`config.mk`:
```
export PLATFORM = sky130hd
export DESIGN_NAME = lcd_scan_controller_top_flat
export DESIGN_NICKNAME = d
export VERILOG_FILES = /design/src/rtl/core/lcdsc_pkg.sv /design/src/rtl/core/lcdsc_req_if.sv /design/src/rtl/core/lcdsc_rsp_if.sv /design/src/rtl/core/lcdsc_cfg_if.sv /design/src/rtl/core/lcdsc_in_reg.sv /design/src/rtl/core/lcdsc_bus_regs.sv /design/src/rtl/core/lcdsc_scan_out.sv /design/src/rtl/core/lcd_scan_controller_top.sv /design/src/flat_wrapper.sv
export SDC_FILE = /design/constraint.sdc
export NUM_CORES = 1
export LEC_CHECK = 0
export ABC_AREA = 0
export BUFFER_PORTS_ARGS = -buffer_cell sky130_fd_sc_hd__buf_4
export CORE_ASPECT_RATIO = 1.1
export CORE_MARGIN = 2
export CORE_UTILIZATION = 60
export CTS_BUF_LIST = sky130_fd_sc_hd__clkbuf_2 sky130_fd_sc_hd__clkbuf_4 sky130_fd_sc_hd__clkbuf_8
export DETAILED_ROUTE_END_ITERATION = 16
export PLACE_DENSITY = 0.89
export SETUP_SLACK_MARGIN = 0.2
export SLEW_MARGIN = 20
export SYNTH_ARGS = -nofsm -noshare
export SYNTH_HDL_FRONTEND = slang
export SYNTH_SLANG_ARGS = --single-unit
```
`constraint.sdc`:
```
create_clock -name i_clk -period 6 [get_ports i_clk]
set_input_delay 0.6 -clock i_clk [delete_from_list [all_inputs] [get_ports i_clk]]
set_output_delay 0.6 -clock i_clk [all_outputs]
set_load 0.02 [all_outputs]
```
`src/rtl/core/lcdsc_pkg.sv`:
```
`timescale 1ns / 1ps

package lcdsc_pkg;

    localparam int ROWS_PER_PAGE = 32;
    localparam int BYTES_PER_ROW = 15;
    localparam int SCREEN_BYTES  = 960;

    localparam int WORD_W = 16;
    localparam int BYTE_W = 8;
    localparam int ROW_W  = 5;
    localparam int COL_W  = 4;
    localparam int PIXROW_W = ROW_W + 1;

    localparam logic [WORD_W-1:0] CONFIG_INIT  = 16'h0000;
    localparam logic [WORD_W-1:0] RAM_END_INIT = 16'hFFFF;
    localparam logic [BYTE_W-1:0] DARK_BYTE    = 8'hFF;

    localparam logic [WORD_W-1:0] INDEX_STEP      = 16'd2;
    localparam logic [WORD_W-1:0] PAGE_STEP_BACK  = WORD_W'(SCREEN_BYTES - 1);
    localparam logic [COL_W-1:0]  LAST_COLUMN     = COL_W'(BYTES_PER_ROW - 1);
    localparam logic [ROW_W-1:0]  LAST_ROW        = ROW_W'(ROWS_PER_PAGE - 1);

    localparam int OFS_SEL_BIT = 1;
    localparam int OFS_HI_BIT  = 0;

    typedef enum logic [1:0] {
        MODE_BUS_READ  = 2'd0,
        MODE_BUS_WRITE = 2'd1,
        MODE_SCAN      = 2'd2,
        MODE_FRAME     = 2'd3
    } t_mode;

    typedef struct packed {
        logic [1:0]        mode;
        logic [1:0]        offset;
        logic              byte_access;
        logic [WORD_W-1:0] write_data;
        logic [BYTE_W-1:0] ram_byte;
    } t_in_item;

    typedef struct packed {
        logic              valid;
        logic              take;
        t_in_item          item;
    } t_stage_ctrl;

    typedef struct packed {
        logic [WORD_W-1:0]   read_data;
        logic [WORD_W-1:0]   fetch_address;
        logic [PIXROW_W-1:0] pixel_row;
        logic [COL_W-1:0]    byte_column;
        logic [BYTE_W-1:0]   dark_bits;
        logic                pixel_valid;
        logic                frame_done;
    } t_out_item;

endpackage

```
`src/rtl/core/lcdsc_req_if.sv`:
```
`timescale 1ns / 1ps

interface lcdsc_req_if;
    logic        valid;
    logic        ready;
    logic [1:0]  mode;
    logic [1:0]  offset;
    logic        byte_access;
    logic [15:0] write_data;
    logic [7:0]  ram_byte;

    modport source (output valid, mode, offset, byte_access, write_data, ram_byte,
                    input ready);
    modport sink (input valid, mode, offset, byte_access, write_data, ram_byte,
                  output ready);
endinterface

```
`src/rtl/core/lcdsc_rsp_if.sv`:
```
`timescale 1ns / 1ps

interface lcdsc_rsp_if;
    logic        valid;
    logic        ready;
    logic [15:0] read_data;
    logic [15:0] fetch_address;
    logic [5:0]  pixel_row;
    logic [3:0]  byte_column;
    logic [7:0]  dark_bits;
    logic        pixel_valid;
    logic        frame_done;

    modport source (output valid, read_data, fetch_address, pixel_row, byte_column,
                    dark_bits, pixel_valid, frame_done, input ready);
    modport sink (input valid, read_data, fetch_address, pixel_row, byte_column,
                  dark_bits, pixel_valid, frame_done, output ready);
endinterface

```
`src/rtl/core/lcdsc_cfg_if.sv`:
```
`timescale 1ns / 1ps

interface lcdsc_cfg_if;
    logic        valid;
    logic        ready;
    logic [15:0] data;

    modport source (output valid, data, input ready);
    modport sink (input valid, data, output ready);
endinterface

```
`src/rtl/core/lcdsc_in_reg.sv`:
```
`timescale 1ns / 1ps

module lcdsc_in_reg (
    input  logic                 i_clk,
    input  logic                 i_rst_n,
    lcdsc_req_if.sink            i_req,
    input  logic                 i_take,
    output lcdsc_pkg::t_stage_ctrl o_ctrl
);
    import lcdsc_pkg::*;

    logic     r_valid;
    t_in_item r_item;
    logic     w_accept;

    assign i_req.ready = !r_valid || i_take;
    assign w_accept    = i_req.valid && i_req.ready;

    always_ff @(posedge i_clk) begin
        if (!i_rst_n) begin
            r_valid <= 1'b0;
        end else if (w_accept) begin
            r_valid <= 1'b1;
        end else if (i_take) begin
            r_valid <= 1'b0;
        end
    end

    always_ff @(posedge i_clk) begin
        if (w_accept) begin
            r_item.mode        <= i_req.mode;
            r_item.offset      <= i_req.offset;
            r_item.byte_access <= i_req.byte_access;
            r_item.write_data  <= i_req.write_data;
            r_item.ram_byte    <= i_req.ram_byte;
        end
    end

    always_comb begin
        o_ctrl.valid = r_valid;
        o_ctrl.take  = i_take;
        o_ctrl.item  = r_item;
    end
endmodule

```
`src/rtl/core/lcdsc_bus_regs.sv`:
```
`timescale 1ns / 1ps

module lcdsc_bus_regs (
    input  logic                          i_clk,
    input  logic                          i_rst_n,
    input  lcdsc_pkg::t_stage_ctrl        i_ctrl,
    output logic [lcdsc_pkg::WORD_W-1:0]  o_base,
    output logic [lcdsc_pkg::WORD_W-1:0]  o_read_data
);
    import lcdsc_pkg::*;

    logic [WORD_W-1:0] r_base;
    logic [WORD_W-1:0] r_config;
    logic [WORD_W-1:0] n_base;
    logic [WORD_W-1:0] n_config;
    logic [WORD_W-1:0] w_word;
    logic [WORD_W-1:0] w_merged;
    logic              w_sel;
    logic              w_hi;

    always_comb begin
        w_sel = i_ctrl.item.offset[OFS_SEL_BIT];
        w_hi  = i_ctrl.item.offset[OFS_HI_BIT];
        w_word = w_sel ? r_config : r_base;

        o_read_data = '0;
        if (t_mode'(i_ctrl.item.mode) == MODE_BUS_READ) begin
            if (i_ctrl.item.byte_access) begin
                o_read_data = w_hi ? {8'h00, w_word[15:8]} : {8'h00, w_word[7:0]};
            end else begin
                o_read_data = w_word;
            end
        end

        if (i_ctrl.item.byte_access) begin
            w_merged = w_hi ? {i_ctrl.item.write_data[7:0], w_word[7:0]}
                            : {w_word[15:8], i_ctrl.item.write_data[7:0]};
        end else begin
            w_merged = i_ctrl.item.write_data;
        end

        n_base   = r_base;
        n_config = r_config;
        if (i_ctrl.take && t_mode'(i_ctrl.item.mode) == MODE_BUS_WRITE) begin
            if (w_sel) begin
                n_config = w_merged;
            end else begin
                n_base = w_merged;
            end
        end
    end

    always_ff @(posedge i_clk) begin
        if (!i_rst_n) begin
            r_base   <= '0;
            r_config <= CONFIG_INIT;
        end else begin
            r_base   <= n_base;
            r_config <= n_config;
        end
    end

    assign o_base = r_base;
endmodule

```
`src/rtl/core/lcdsc_scan_out.sv`:
```
`timescale 1ns / 1ps

module lcdsc_scan_out (
    input  logic                          i_clk,
    input  logic                          i_rst_n,
    input  lcdsc_pkg::t_stage_ctrl        i_ctrl,
    input  logic [lcdsc_pkg::WORD_W-1:0]  i_base,
    input  logic [lcdsc_pkg::WORD_W-1:0]  i_read_data,
    lcdsc_cfg_if.sink                     i_cfg,
    lcdsc_rsp_if.source                   o_rsp,
    output logic                          o_take
);
    import lcdsc_pkg::*;

    logic [WORD_W-1:0] r_ram_end;
    logic [WORD_W-1:0] r_frame_base;
    logic              r_page;
    logic [ROW_W-1:0]  r_row;
    logic [COL_W-1:0]  r_col;
    logic [WORD_W-1:0] r_index;
    logic              r_out_valid;
    t_out_item         r_out;

    logic [WORD_W-1:0] n_frame_base;
    logic              n_page;
    logic [ROW_W-1:0]  n_row;
    logic [COL_W-1:0]  n_col;
    logic [WORD_W-1:0] n_index;
    t_out_item         n_out;
    logic [WORD_W-1:0] w_addr;

    assign i_cfg.ready = 1'b1;
    assign o_take = i_ctrl.valid && (!r_out_valid || o_rsp.ready);

    always_comb begin
        n_frame_base = r_frame_base;
        n_page  = r_page;
        n_row   = r_row;
        n_col   = r_col;
        n_index = r_index;
        w_addr  = r_frame_base + r_index;

        n_out.read_data   = i_read_data;
        n_out.pixel_row   = '0;
        n_out.byte_column = '0;
        n_out.dark_bits   = '0;
        n_out.pixel_valid = 1'b0;
        n_out.frame_done  = 1'b0;

        case (t_mode'(i_ctrl.item.mode))
            MODE_FRAME: begin
                n_frame_base = i_base;
                n_page  = 1'b0;
                n_row   = '0;
                n_col   = '0;
                n_index = '0;
            end
            MODE_SCAN: begin
                n_out.pixel_row   = {r_page, r_row};
                n_out.byte_column = r_col;
                n_out.dark_bits   = (w_addr <= r_ram_end) ? i_ctrl.item.ram_byte : DARK_BYTE;
                n_out.pixel_valid = 1'b1;
                n_index = r_index + INDEX_STEP;
                n_col   = r_col + 1'b1;
                if (r_col == LAST_COLUMN) begin
                    n_col = '0;
                    n_row = r_row + 1'b1;
                    if (r_row == LAST_ROW) begin
                        n_row = '0;
                        if (!r_page) begin
                            n_page  = 1'b1;
                            n_index = r_index + INDEX_STEP - PAGE_STEP_BACK;
                        end else begin
                            n_out.frame_done = 1'b1;
                            n_page  = 1'b0;
                            n_index = '0;
                        end
                    end
                end
            end
            default: begin
            end
        endcase

        n_out.fetch_address = n_frame_base + n_index;
    end

    always_ff @(posedge i_clk) begin
        if (!i_rst_n) begin
            r_ram_end <= RAM_END_INIT;
        end else if (i_cfg.valid) begin
            r_ram_end <= i_cfg.data;
        end
    end

    always_ff @(posedge i_clk) begin
        if (!i_rst_n) begin
            r_frame_base <= '0;
            r_page       <= 1'b0;
            r_row        <= '0;
            r_col        <= '0;
            r_index      <= '0;
        end else if (o_take) begin
            r_frame_base <= n_frame_base;
            r_page       <= n_page;
            r_row        <= n_row;
            r_col        <= n_col;
            r_index      <= n_index;
        end
    end

    always_ff @(posedge i_clk) begin
        if (!i_rst_n) begin
            r_out_valid <= 1'b0;
        end else if (o_take) begin
            r_out_valid <= 1'b1;
        end else if (o_rsp.ready) begin
            r_out_valid <= 1'b0;
        end
    end

    always_ff @(posedge i_clk) begin
        if (o_take) begin
            r_out <= n_out;
        end
    end

    assign o_rsp.valid         = r_out_valid;
    assign o_rsp.read_data     = r_out.read_data;
    assign o_rsp.fetch_address = r_out.fetch_address;
    assign o_rsp.pixel_row     = r_out.pixel_row;
    assign o_rsp.byte_column   = r_out.byte_column;
    assign o_rsp.dark_bits     = r_out.dark_bits;
    assign o_rsp.pixel_valid   = r_out.pixel_valid;
    assign o_rsp.frame_done    = r_out.frame_done;
endmodule

```
`src/rtl/core/lcd_scan_controller_top.sv`:
```
`timescale 1ns / 1ps
// An accepted request passes an input register, then a result register, before its result appears.
// One request per cycle unless o_rsp stalls; the result register reloads in the cycle it is taken.
// A request stalls only while both the input register and the result register hold unconsumed data.
// Reset is synchronous and active low; it clears both valid flags, the bus registers,
// the frame base, the scan counters and sets the RAM end register to all ones.

module lcd_scan_controller_top (
    input  logic        i_clk,
    input  logic        i_rst_n,
    lcdsc_req_if.sink   i_req,
    lcdsc_cfg_if.sink   i_cfg,
    lcdsc_rsp_if.source o_rsp
);
    import lcdsc_pkg::*;

    t_stage_ctrl       w_ctrl;
    logic              w_take;
    logic [WORD_W-1:0] w_base;
    logic [WORD_W-1:0] w_read_data;

    lcdsc_in_reg u_in_reg (
        .i_clk   (i_clk),
        .i_rst_n (i_rst_n),
        .i_req   (i_req),
        .i_take  (w_take),
        .o_ctrl  (w_ctrl)
    );

    lcdsc_bus_regs u_bus_regs (
        .i_clk       (i_clk),
        .i_rst_n     (i_rst_n),
        .i_ctrl      (w_ctrl),
        .o_base      (w_base),
        .o_read_data (w_read_data)
    );

    lcdsc_scan_out u_scan_out (
        .i_clk       (i_clk),
        .i_rst_n     (i_rst_n),
        .i_ctrl      (w_ctrl),
        .i_base      (w_base),
        .i_read_data (w_read_data),
        .i_cfg       (i_cfg),
        .o_rsp       (o_rsp),
        .o_take      (w_take)
    );
endmodule

```
`src/flat_wrapper.sv`:
```
// flat-port wrapper written by rule: the top's interface ports become plain ports
module lcd_scan_controller_top_flat import lcdsc_pkg::*;
  (i_clk, i_rst_n, i_req_valid, i_req_mode, i_req_offset, i_req_byte_access, i_req_write_data, i_req_ram_byte, i_req_ready, i_cfg_valid, i_cfg_data, i_cfg_ready, o_rsp_valid, o_rsp_read_data, o_rsp_fetch_address, o_rsp_pixel_row, o_rsp_byte_column, o_rsp_dark_bits, o_rsp_pixel_valid, o_rsp_frame_done, o_rsp_ready);
  lcdsc_req_if i_req_i ();
  lcdsc_cfg_if i_cfg_i ();
  lcdsc_rsp_if o_rsp_i ();
  input  logic i_clk;
  input  logic i_rst_n;
  input wire logic [$bits(i_req_i.valid)-1:0] i_req_valid;
  input wire logic [$bits(i_req_i.mode)-1:0] i_req_mode;
  input wire logic [$bits(i_req_i.offset)-1:0] i_req_offset;
  input wire logic [$bits(i_req_i.byte_access)-1:0] i_req_byte_access;
  input wire logic [$bits(i_req_i.write_data)-1:0] i_req_write_data;
  input wire logic [$bits(i_req_i.ram_byte)-1:0] i_req_ram_byte;
  output wire logic [$bits(i_req_i.ready)-1:0] i_req_ready;
  input wire logic [$bits(i_cfg_i.valid)-1:0] i_cfg_valid;
  input wire logic [$bits(i_cfg_i.data)-1:0] i_cfg_data;
  output wire logic [$bits(i_cfg_i.ready)-1:0] i_cfg_ready;
  output wire logic [$bits(o_rsp_i.valid)-1:0] o_rsp_valid;
  output wire logic [$bits(o_rsp_i.read_data)-1:0] o_rsp_read_data;
  output wire logic [$bits(o_rsp_i.fetch_address)-1:0] o_rsp_fetch_address;
  output wire logic [$bits(o_rsp_i.pixel_row)-1:0] o_rsp_pixel_row;
  output wire logic [$bits(o_rsp_i.byte_column)-1:0] o_rsp_byte_column;
  output wire logic [$bits(o_rsp_i.dark_bits)-1:0] o_rsp_dark_bits;
  output wire logic [$bits(o_rsp_i.pixel_valid)-1:0] o_rsp_pixel_valid;
  output wire logic [$bits(o_rsp_i.frame_done)-1:0] o_rsp_frame_done;
  input wire logic [$bits(o_rsp_i.ready)-1:0] o_rsp_ready;
  assign i_req_i.valid = i_req_valid;
  assign i_req_i.mode = i_req_mode;
  assign i_req_i.offset = i_req_offset;
  assign i_req_i.byte_access = i_req_byte_access;
  assign i_req_i.write_data = i_req_write_data;
  assign i_req_i.ram_byte = i_req_ram_byte;
  assign i_req_ready = i_req_i.ready;
  assign i_cfg_i.valid = i_cfg_valid;
  assign i_cfg_i.data = i_cfg_data;
  assign i_cfg_ready = i_cfg_i.ready;
  assign o_rsp_valid = o_rsp_i.valid;
  assign o_rsp_read_data = o_rsp_i.read_data;
  assign o_rsp_fetch_address = o_rsp_i.fetch_address;
  assign o_rsp_pixel_row = o_rsp_i.pixel_row;
  assign o_rsp_byte_column = o_rsp_i.byte_column;
  assign o_rsp_dark_bits = o_rsp_i.dark_bits;
  assign o_rsp_pixel_valid = o_rsp_i.pixel_valid;
  assign o_rsp_frame_done = o_rsp_i.frame_done;
  assign o_rsp_i.ready = o_rsp_ready;
  lcd_scan_controller_top u_core (.i_clk(i_clk), .i_rst_n(i_rst_n), .i_req(i_req_i), .i_cfg(i_cfg_i), .o_rsp(o_rsp_i));
endmodule
```
Word-level counts from Yosys, hierarchy flattened
Index checks and enable logic that the tools add are counted.
{"block": "totals", "regBits": 173, "input_bits": 50, "out_inout_bits": 55, "elab_cells": 82}
{"block": "op_classes", "add_sub_neg": 6, "n_lt_le_gt_ge": 1, "n_eq_ne": 7, "n_mux": 28, "bitwise_logic": 1, "n_reduce_logical": 17}
{"op": "$mux 16", "count": 8}
{"op": "$add 16x16->16", "count": 2}
{"op": "$pmux 16 s2", "count": 1}
{"op": "$add 16x2->16 const B", "count": 1}
{"op": "$le 16x16->1", "count": 1}
{"op": "$mux 8", "count": 2}
{"op": "$sub 16x10->16 const B", "count": 1}
{"op": "$mux 1", "count": 10}
{"op": "$mux 5", "count": 2}
{"op": "$pmux 5 s2", "count": 1}
{"op": "$pmux 4 s2", "count": 1}
{"op": "$reduce_and 2->1", "count": 3}
{"op": "$reduce_and 3->1", "count": 2}
{"op": "$reduce_bool 2->1", "count": 3}
{"op": "$add 5x1->5 const B", "count": 1}
{"op": "$eq 5x5->1 const B", "count": 1}
{"op": "$add 4x1->4 const B", "count": 1}
{"op": "$eq 2x2->1 const B", "count": 2}
{"op": "$eq 4x4->1 const B", "count": 1}
{"op": "$mux 4", "count": 1}
{"op": "$ne 2x2->1 const B", "count": 2}
{"op": "$reduce_and 4->1", "count": 1}
{"op": "$logic_and 1x1->1", "count": 3}
{"op": "$eq 2x1->1 const B", "count": 1}
{"op": "other kinds (6)", "count": 8}

Depth between registers and ports, before layout
Gate-level depths: netlist of run 1.
{"block": "depth", "ltp_word": 7, "ltp_mapped": 20, "ltp_nobuf": 19}

By module
From an unflattened synthesis of run 1, not the netlist that was laid out.
{"block": "hier_totals", "hier_cells": 952, "hier_area_um2": 9497.9}
{"mod": "lcdsc_scan_out", "n_inst": 1, "cells_each": 726, "area_per_inst_um2": 6804.0, "seq_area_each_um2": 2742.6}
{"mod": "lcdsc_bus_regs", "n_inst": 1, "cells_each": 190, "area_per_inst_um2": 1750.4, "seq_area_each_um2": 640.6}
{"mod": "lcdsc_in_reg", "n_inst": 1, "cells_each": 36, "area_per_inst_um2": 943.4, "seq_area_each_um2": 890.9}

Worst setup path after synthesis of run 1
No wires, ideal clock.
{"block": "synth_timing", "path_type": "flip-flop to flip-flop", "startpoint": "register u_core.u_scan_out.r_row[0]", "endpoint": "register u_core.u_scan_out.r_out, in the netlist u_core.u_scan_out.o_rsp.fetch_address[15] (data pin)", "setup_ps": 259, "arrival_ps": 3695, "t_required_ps": 5741, "path_slack_ps": 2046, "stages_incl_launch_ff": 20, "period_less_slack_ps": 3954, "path_cell_list": "dfxtp_1 ha_1 and3_1 ha_1 buf_6 clkbuf_1 nand4_1 o41ai_1 nand2_1 o31a_1 inv_1 ha_1 a211oi_1 nor2_1 o41a_1 a211o_1 nor4_1 o31a_2 o21ai_0 xnor2_1"}
{"item": "start, declared", "line_no": "lcdsc_scan_out.sv:18", "rtl": "logic [ROW_W-1:0] r_row;"}
{"item": "start signal, assigned", "line_no": "lcdsc_scan_out.sv:106", "rtl": "r_row <= n_row;"}
{"item": "end signal, assigned", "line_no": "lcdsc_scan_out.sv:124", "rtl": "r_out <= n_out;"}
{"item": "end, declared", "line_no": "lcdsc_scan_out.sv:22", "rtl": "t_out_item r_out;"}

==> results.md, run 1 <==
- The count of nets left with antenna violations once routing finished came out at 0.
- The clock passes through at most 2 buffers.
- The fraction of synthesis flops using an asynchronous set or reset pin is 0%.
- The number of global-route vias before repair is slightly below 8,000.
- The number of max-cap violations is 0.
- The net switching power figure is 0.632 mW.
- The total CTS buffers is 17.
- The total via count after detailed routing is 8,056.
- At the end of routability-driven placement, the weighted congestion stood at 0.964.
- The placement-stage worst setup slack is between 1 and 1.5 ns.
- Setup repair after global routing left no endpoint under its margin.
- Dividing the detail-routed wire length by the instance count gives 18.0 µm.
- The total wire length after detailed routing is between 20 and 25 mm.
- The portion of the clock cycle consumed by the worst path in the final layout is 82.7%.
- Counting instances in the post-synthesis netlist gives the leading cell types as nor2_1 (121), nand2_1 (97), a21oi_1 (93).
- The number of nets at the end of the flow is 1,197.
- The number of setup buffers added after CTS is 0.
- In this run switching power makes up 25.9% of total power.
- The reg2reg setup slack is 1.04 ns.
- The number of antenna violations at the first check in global routing is 0.
- Power spread over the standard cell area amounts to 225 nW/µm².
- The internal power component is roughly 1.8 mW.
- The instance count along the most critical hold path is 1.
- The site row count is 48.
- The tree is rooted in a clkbuf_8.
- The antenna diode instance count is 0.
- In this run the worst path has a maximum fanout of 27.
- The detailed router finished its first iteration with 809 violations.
- The accumulated negative setup slack is 0 ns.
- The leakage power is 4.44 nW.
- Using the TritonRoute via totals, the vias-per-cell ratio works out to slightly above 6.
- The worst voltage drop across the vdd grid is between 0.00015 and 0.0002 V.
- The final number of max-transition violations came to 0.
- Yosys instantiated no cell more often than nor2_1.
- The flow ran to the end, and the final reports show no timing, DRC or antenna violations.
- The worst min-delay path endpoint is u_core.u_in_reg.o_ctrl[14].
- The number of flops mapped to enable cells by yosys is 81.
- Headroom to the max-slew limit came out at 31.1%.
- The mean post-synth cell area is around 9.4 µm².
- Traced cell by cell, the critical path runs through nand2b_1 -> clkinv_1 -> nand2_1 -> o21ai_0 -> ha_1 -> o21ai_0 -> nor2_1 -> o41a_1 -> a211o_1 -> nor4_1 -> o31a_2 -> o21ai_0 -> xnor2_1.
- The TritonCTS clock tree is done.
- The number of endpoints with negative hold slack in the final report came to 0.
- On the worst path, the slowest cell contributes a delay of a little over 0.8 ns.
- The area of placed instances is 10,500 µm².
- The dominant cell type by count on the critical path is o21ai_0.
- The total nets after synthesis is 1,132.
- Synthesis instantiated 85 different standard cells from the library.
- Clock-pin slew was measured on the worst setup and hold paths at around 0.090 ns.
- The global-route usage over all layers is 27.5%.
- The post-synthesis cell area is slightly below 10,000 µm².
- Setup violations remaining at the end of the flow were counted as 0.
- The capturing element type of the critical path is a flip-flop.
- The worst path needs approximately 5.0 ns of the cycle, external delays included.
- The synthesis-to-finish area growth is 12.3%.
- The relative contribution of sequential cells to total power is 54.1%.
- The share of post-route cells with drive strength above 1 is 16.6%.
- The worst hold path begins at i_req_write_data[6].
- Data on the critical path is required at its endpoint by 6.23 ns.
- Data on the critical path arrives at its endpoint at 5.19 ns.
- The count of cells in the finished layout, fillers not included, comes to 1,305.
- For this run, the number of Yosys warnings is 0.
- The path category of the worst min-delay check is in -> reg.
- The share of the synthesized area in the top cell type is 25.2%.
- The count of cells resized by post-cts repair is 0.
- Sequential elements use 44.2% of the synthesized area.
- The wire length of the first global-routing pass is 37.9 mm.
- The number of iterations in the first detailed-routing pass is 5.
- The largest total area in the synthesized netlist belongs to edfxtp_1.
- For this run, the leading register cell type out of synthesis is dfxtp_1.
- The reg-to-reg critical path endpoint is u_core.u_scan_out.o_rsp.fetch_address[15].
- The die width is 125 µm.
- The number of sinks handled by clock tree synthesis is 173.
- The slew at the pin with the worst max-slew slack is just over 1 ns.
- In this run, post-CTS hold repair placed 0 buffers.
- Counting every instance in the synthesized netlist gives 1,027.
- The floorplan step set the die height to 137 µm.
- The number of primary I/O pins is 105.
- In the post-synthesis netlist, the biggest area contributors are edfxtp_1 (25%), dfxtp_1 (19%), ha_1 (6.9%).
- The largest net degree at the start of global routing is ~70.
- The combinational fraction of design power is 11.0%.
- The clock arrives with 0.0160 ns of skew.
- The clock insertion delay at the later pin of the skew report is 0.48 ns.
- The launch point of the worst reg-to-reg path is u_core.u_in_reg.o_ctrl[27].
- Summed over all nets, the half-perimeter wirelength after detailed placement is 16.7 mm.
- The critical path is of the reg -> reg type.
- The critical path launch point type is a flip-flop.
- For this run the aggregate overflow at the end of global routing stands at 0.
- The floorplan step defined a die boundary enclosing 17,100 µm².
- In this run, placement finished with an instance count of 1,273.
- The core area is approximately 16,000 µm².
- The starting density of the core is 61.5%.
- The clock network burns roughly a third of the power.
- The H-tree was split into 4 levels.
- Once routing completed, OpenROAD measured the worst setup slack at 1.04 ns.
- The design area is 10,900 µm².
- The number of remaining DRC errors is 0.
- The number of buffers added on ports is 103.
- The achievable clock frequency is 0.202 GHz.
- The worst register-to-register path has a depth of 13.
- The slowest cell on the critical path is clkinv_1.
- In this run, synthesis produced a sequential element count of 173.
==> sequential cells by signal (all words and copies together) (netlist names), 5 cells and up <==
name	flops
u_core.u_bus_regs.r_config	16
u_core.u_scan_out.o_rsp.pixel_row	6
u_core.u_bus_regs.o_base	16
u_core.u_scan_out.r_index	16
u_core.u_in_reg.o_ctrl	29
u_core.u_scan_out.o_rsp.read_data	16
u_core.u_scan_out.r_row	5
u_core.u_scan_out.o_rsp.dark_bits	8
u_core.u_scan_out.o_rsp.fetch_address	16
u_core.u_scan_out.r_frame_base	16
u_core.u_scan_out.r_ram_end	16
==> area by class of cell <==
type                       count  area [µm²]
timing repair buffer         111         833
clock buffer                  18         241
clock inverter                14         168
fill                        1169        4870
inverter                      40         150
sequential                   173        4270
tap                          200         250
multi-input combinational    749        4940
==> cell usage in the layout (no fill, tap or decap), types with 4 or more instances in the layout <==
cell      synthesis  final
buf_4             3    111
dfxtp_1          92     92
nand4_1           9      9
inv_1            37     37
nor3_1           10     10
ha_1             53     53
and3_1           13     13
o211ai_1         19     19
edfxtp_1         81     81
nand2_1          97     97
nor2b_1          10     10
clkbuf_8          1     17
a21o_1           10     10
clkinv_1          2      4
a31oi_1           6      6
xor2_1           14     14
and2_1           14     14
nand3_1          22     22
a211oi_1         35     35
mux2_2           16     16
a21oi_1          93     93
nor2_1          121    121
o22ai_1           4      4
nor4_1            4      4
mux2i_1          29     29
xnor2_1          33     33
nand4b_1          4      4
o221ai_1          5      5
o21ai_0          38     38
o21a_1           16     16
nand2b_1          5      5
o221a_2           4      4
==> how the worst max path moves through the flow <==
| stage | startpoint | endpoint | slack, ns | cells after the start |
|---|---|---|---|---|
| finish | u_core.u_in_reg.o_ctrl[27] | u_core.u_scan_out.o_rsp.fetch_address[15] | 1.04 | 13 |
| global route | u_core.u_in_reg.o_ctrl[27] | u_core.u_scan_out.o_rsp.fetch_address[14] | 0.82 | 14 |
| CTS | u_core.u_in_reg.o_ctrl[27] | u_core.u_scan_out.o_rsp.fetch_address[15] | 1.20 | 13 |
| detailed placement | u_core.u_in_reg.o_ctrl[27] | u_core.u_scan_out.o_rsp.fetch_address[15] | 1.25 | 13 |
| global placement | u_core.u_in_reg.o_ctrl[27] | u_core.u_scan_out.o_rsp.fetch_address[14] | 1.39 | 14 |
| floorplan | u_core.u_scan_out.r_row[0] | u_core.u_scan_out.o_rsp.fetch_address[15] | 2.05 | 19 |
==> through the flow <==
step / utilization [%] / power [mW] / hold WS (ns)
6_report: 69.0 / 2.44 / 0.301
3_3_place_gp: 66.4 / 1.60 / 0.460
2_1_floorplan: - / 1.52 / 0.445
5_1_grt: 69.0 / 2.51 / 0.290
4_1_cts: 69.0 / 2.44 / 0.286
3_5_place_dp: 66.4 / 1.61 / 0.473
==> per-layer routing <==
layer	vias to the layer above	track usage, %	share of wire, %
met2	317	48.6	50
li1	3842	-	-
met4	0	15.5	4.6
met5	-	0	0
met1	3819	31.7	39
met3	78	5.00	6.3
==> critical path, delay by kind of cell, from the launching register on <==
kind            cells  cell delay (ns)
compound gates      6             1.34
simple gates        4             1.24
buf+inv             1             0.81
flops               1             0.78
fa+ha+maj           1             0.37
xor+xnor            1             0.14
==> power by group through the flow <==
stage          logic, mW  registers (mW)  clock network, mW
5_1_grt            0.293            1.33              0.892
6_report           0.269            1.32              0.849
4_1_cts            0.268            1.32              0.853
2_1_floorplan      0.169            1.35                  0
3_5_place_dp       0.265            1.35                  0
3_3_place_gp       0.259            1.35                  0
==> logic make-up after synthesis <==
logic type / share of synthesized area [%]
compound gates: 17.8
xor+xnor: 4.26
fa+ha+maj: 7.27
buf+inv: 4.68
flops: 44.2
mux: 5.02
other cells: 0.0388
simple gates: 16.7
Note: power is estimated with default switching activity, not from simulation.
==> run 2: changes to the inputs <==
CORE_UTILIZATION = 55   (was 60)
PLACE_DENSITY = 0.86   (was 0.89)
clock period = 4.55 ns   (was 6 ns; I/O delays follow)
==> run 2 against run 1 <==
First-iteration DRC count shrank 36%; maximum frequency grew 20%; critical endpoint is now u_core.u_scan_out.o_rsp.dark_bits[1]; total power grew 33%; setup slack lost 0.63 ns.
==> results.md, run 2 (synthesis gave the netlist of run 1 again) <==
- The flow ran to the end, and the final reports show no timing, DRC or antenna violations.
- The worst relative slew slack is between 20 and 30%.
- The worst hold path belongs to the class in -> reg.
- The placement-stage worst setup slack is 0.221 ns.
- For met2 alone, demand over resource in global routing was a little under half.
- The post-DP HPWL is 16.9 mm.
- The H-tree generated during clock tree synthesis spans 4 levels.
- The slowest cell on the critical path is fa_1.
- The capturing element type of the critical path is a flip-flop.
- Global routing used a little under a third of the available met1 tracks.
- The design draws around 3.2 mW.
- The critical path is of the reg -> reg type.
- The number of antenna diodes in the final layout is 0.
- At the worst endpoint, the arrival time is 4.36 ns.
- After the last flow step, the layout net total stands at 1,208.
- The detail route stage leaves a number of antenna-violating nets equal to 0.
- The final number of max-transition violations was 0.
- The die area is 18,700 µm².
- Timing would allow up to 0.242 GHz.
- Across the VDD grid, the largest voltage drop is 0.000226 V.
- The number of global-route vias before repair is around 7,800.
- The share of post-route cells with drive strength above 1 is 18.5%.
- The critical path contains buffers and inverters numbering 0 combined.
- The die width is ~130 µm.
- The delay contributed by the slowest stage of the critical path is about 0.42 ns.
- The dominant cell type by count on the critical path is a21oi_1.
- The worst register-to-register path begins at u_core.u_scan_out.r_index[0].
- The clock-pin transition on the worst setup and hold timing paths is 0.10 ns.
- Compared with the post-synthesis result, the final layout area differs by 14.0%.
- The largest net degree at the start of global routing is 69.
- The total via count after detailed routing is about 8,000.
- After detailed routing, the average wire length per cell comes to 17.7 µm.
- The largest driver fanout on the critical path is 8.
- The number of antenna violations at the first check in global routing was 0.
- The total CTS buffers is 17.
- The number of sinks handled by clock tree synthesis is around 170.
- The clock insertion delay at the later pin of the skew report is approximately 0.48 ns.
- In the routed layout, each cell is associated on average with a via count of between 5 and 6.
- The endpoint identified for the worst register-to-register timing path is u_core.u_scan_out.o_rsp.dark_bits[1].
- Traced cell by cell, the critical path runs through ha_1 -> fa_1 -> a21o_1 -> a21o_1 -> a21oi_2 -> o21ai_2 -> a211oi_2 -> o31ai_1 -> a21oi_1 -> xnor2_1 -> ha_1 -> and4_1 -> nand4_1 -> nor2_1 -> a21oi_1 -> and2_2 -> a21oi_1 -> nand2_1.
- The pre-antenna-repair detailed-routing pass consisted of 5 iterations.
- For hold timing, the worst endpoint is u_core.u_in_reg.o_ctrl[24].
- Across all register-to-register paths, the minimum setup slack is 0.41 ns.
- The instance count along the most critical hold path is 1.
- The top cell types in the final layout, fill and taps aside, are buf_4 (122), nor2_1 (120), nand2_1 (97).
- Global routing used 26.4% of the available tracks across all layers.
- The total of endpoints with negative setup slack in the final report is 0.
- For the pin with the worst max-slew slack, the measured transition is 1.08 ns.
- The maximum clock insertion buffer count is 2.
- For this run, global-route usage on met3 was measured as 5.13%.
- The first global-routing pass estimated 38.3 mm of wire.
- After the first detailed-routing iteration, the DRC count stood at 516.
- The commonest non-fill, non-tap cell in the layout is buf_4.
- The register with the most flip-flops in the layout has 29 of them.
- The number of buffers added on ports is 103.
- Setup repair after global routing left no endpoint under its margin.
- The number of max-cap violations is 0.
- The number of endpoints with negative hold slack in the final report came to 0.
- The maximum clock skew at final layout is 0.0150 ns.
- The TritonCTS clock tree is done.
- The final worst-path setup slack is 0.411 ns.
- The core region is about 17,000 µm².
- The total grt overflow is 0.
- The die is 143 µm tall.
- The final hold slack is between 0.1 and 0.15 ns.
- On the critical path the largest part of the delay comes from compound AO/OA/AOI/OAI gates.
- For this design the ratio of total power to cell area is 294 nW/µm².
- The startpoint identified for the worst hold timing path is i_req_byte_access.
- The root buffer cell is clkbuf_8.
- Of the available clock period, the critical path in the final layout requires around 91%.
- The routability congestion estimate is about 0.98.
- The worst register-to-register path has a depth of 18.
- For this run, design rule violations remaining after detail routing come to 0.
- The routed design has between 20 and 25 mm of wire.
- Once layout is complete, the utilization of the core stands at 64.3%.
- The count of fill cells added during filler insertion is 1,411.
- met2 is the most crowded layer.
- STA puts the critical path data required time at about 4.8 ns.
- The worst path needs 4.14 ns of the cycle, external delays included.
- The analysis attributes to cell leakage a power of 4.50 nW.
- The number of primary I/O pins is 105.
- The initialized floorplan defines 50 standard-cell rows.
- The accumulated negative setup slack is 0 ns.
- The starting density of the core is 56.4%.
- The worst setup path is launched from a flip-flop.
-- run 2: what timing repair did --
item	4_1_cts	5_1_grt
buffers inserted	0	0
hold buffers	0	0
endpoints found under the setup margin	0	13
gates resized for setup	0	12
-- run 2: layer usage --
| metal | wire length, µm | up-vias |
|---|---|---|
| met5 | 0 | - |
| met4 | 1130 | 0 |
| met3 | 1300 | 81 |
| met2 | 12100 | 305 |
| met1 | 9390 | 3803 |
| li1 | - | 3850 |
-- run 2: worst register-to-register path: stages, from the launching register on --
cell and delay (ns):
dfxtp_2 0.39, ha_1 0.24, fa_1 0.42, a21o_1 0.17, a21o_1 0.21, a21oi_2 0.21
o21ai_2 0.13, a211oi_2 0.28, o31ai_1 0.11, a21oi_1 0.18, xnor2_1 0.11, ha_1 0.32
and4_1 0.20, nand4_1 0.14, nor2_1 0.15, a21oi_1 0.12, and2_2 0.29, a21oi_1 0.14
nand2_1 0.08
-- run 2: layout make-up --
cell class | count | area [µm²] | share of cell area, %
Clock buffer | 19 | 262 | 2.37
Clock inverter | 13 | 154 | 1.40
Inverter | 40 | 150 | 1.36
Multi-Input combinational cell | 749 | 4970 | 45.1
Sequential cell | 173 | 4280 | 38.8
Tap cell | 234 | 293 | 2.66
Timing Repair Buffer | 122 | 916 | 8.31
-- run 2: worst max-delay path by stage --
stage                     cells after the start                         start                                         to
final                                        18  u_core.u_scan_out.r_index[0]       u_core.u_scan_out.o_rsp.dark_bits[1]
after global routing                         18  u_core.u_scan_out.r_index[0]       u_core.u_scan_out.o_rsp.dark_bits[1]
after CTS                                    19    u_core.u_scan_out.r_row[0]  u_core.u_scan_out.o_rsp.fetch_address[15]
after detailed placement                     19    u_core.u_scan_out.r_row[1]  u_core.u_scan_out.o_rsp.fetch_address[15]
after floorplan                              19    u_core.u_scan_out.r_row[0]  u_core.u_scan_out.o_rsp.fetch_address[15]
after global placement                       19    u_core.u_scan_out.r_row[0]  u_core.u_scan_out.o_rsp.fetch_address[15]
-- run 2: stage by stage --
step	cell area, µm²	std cells
floorplan	9670	1027
global placement	10600	1318
global route	11000	1350
detailed placement	10600	1318
finish	11000	1350
CTS	11000	1350
-- run 2: power breakdown --
part	switching (mW)	internal, mW
logic	0.217	0.150
registers	0.0483	1.69
clock network	0.600	0.532
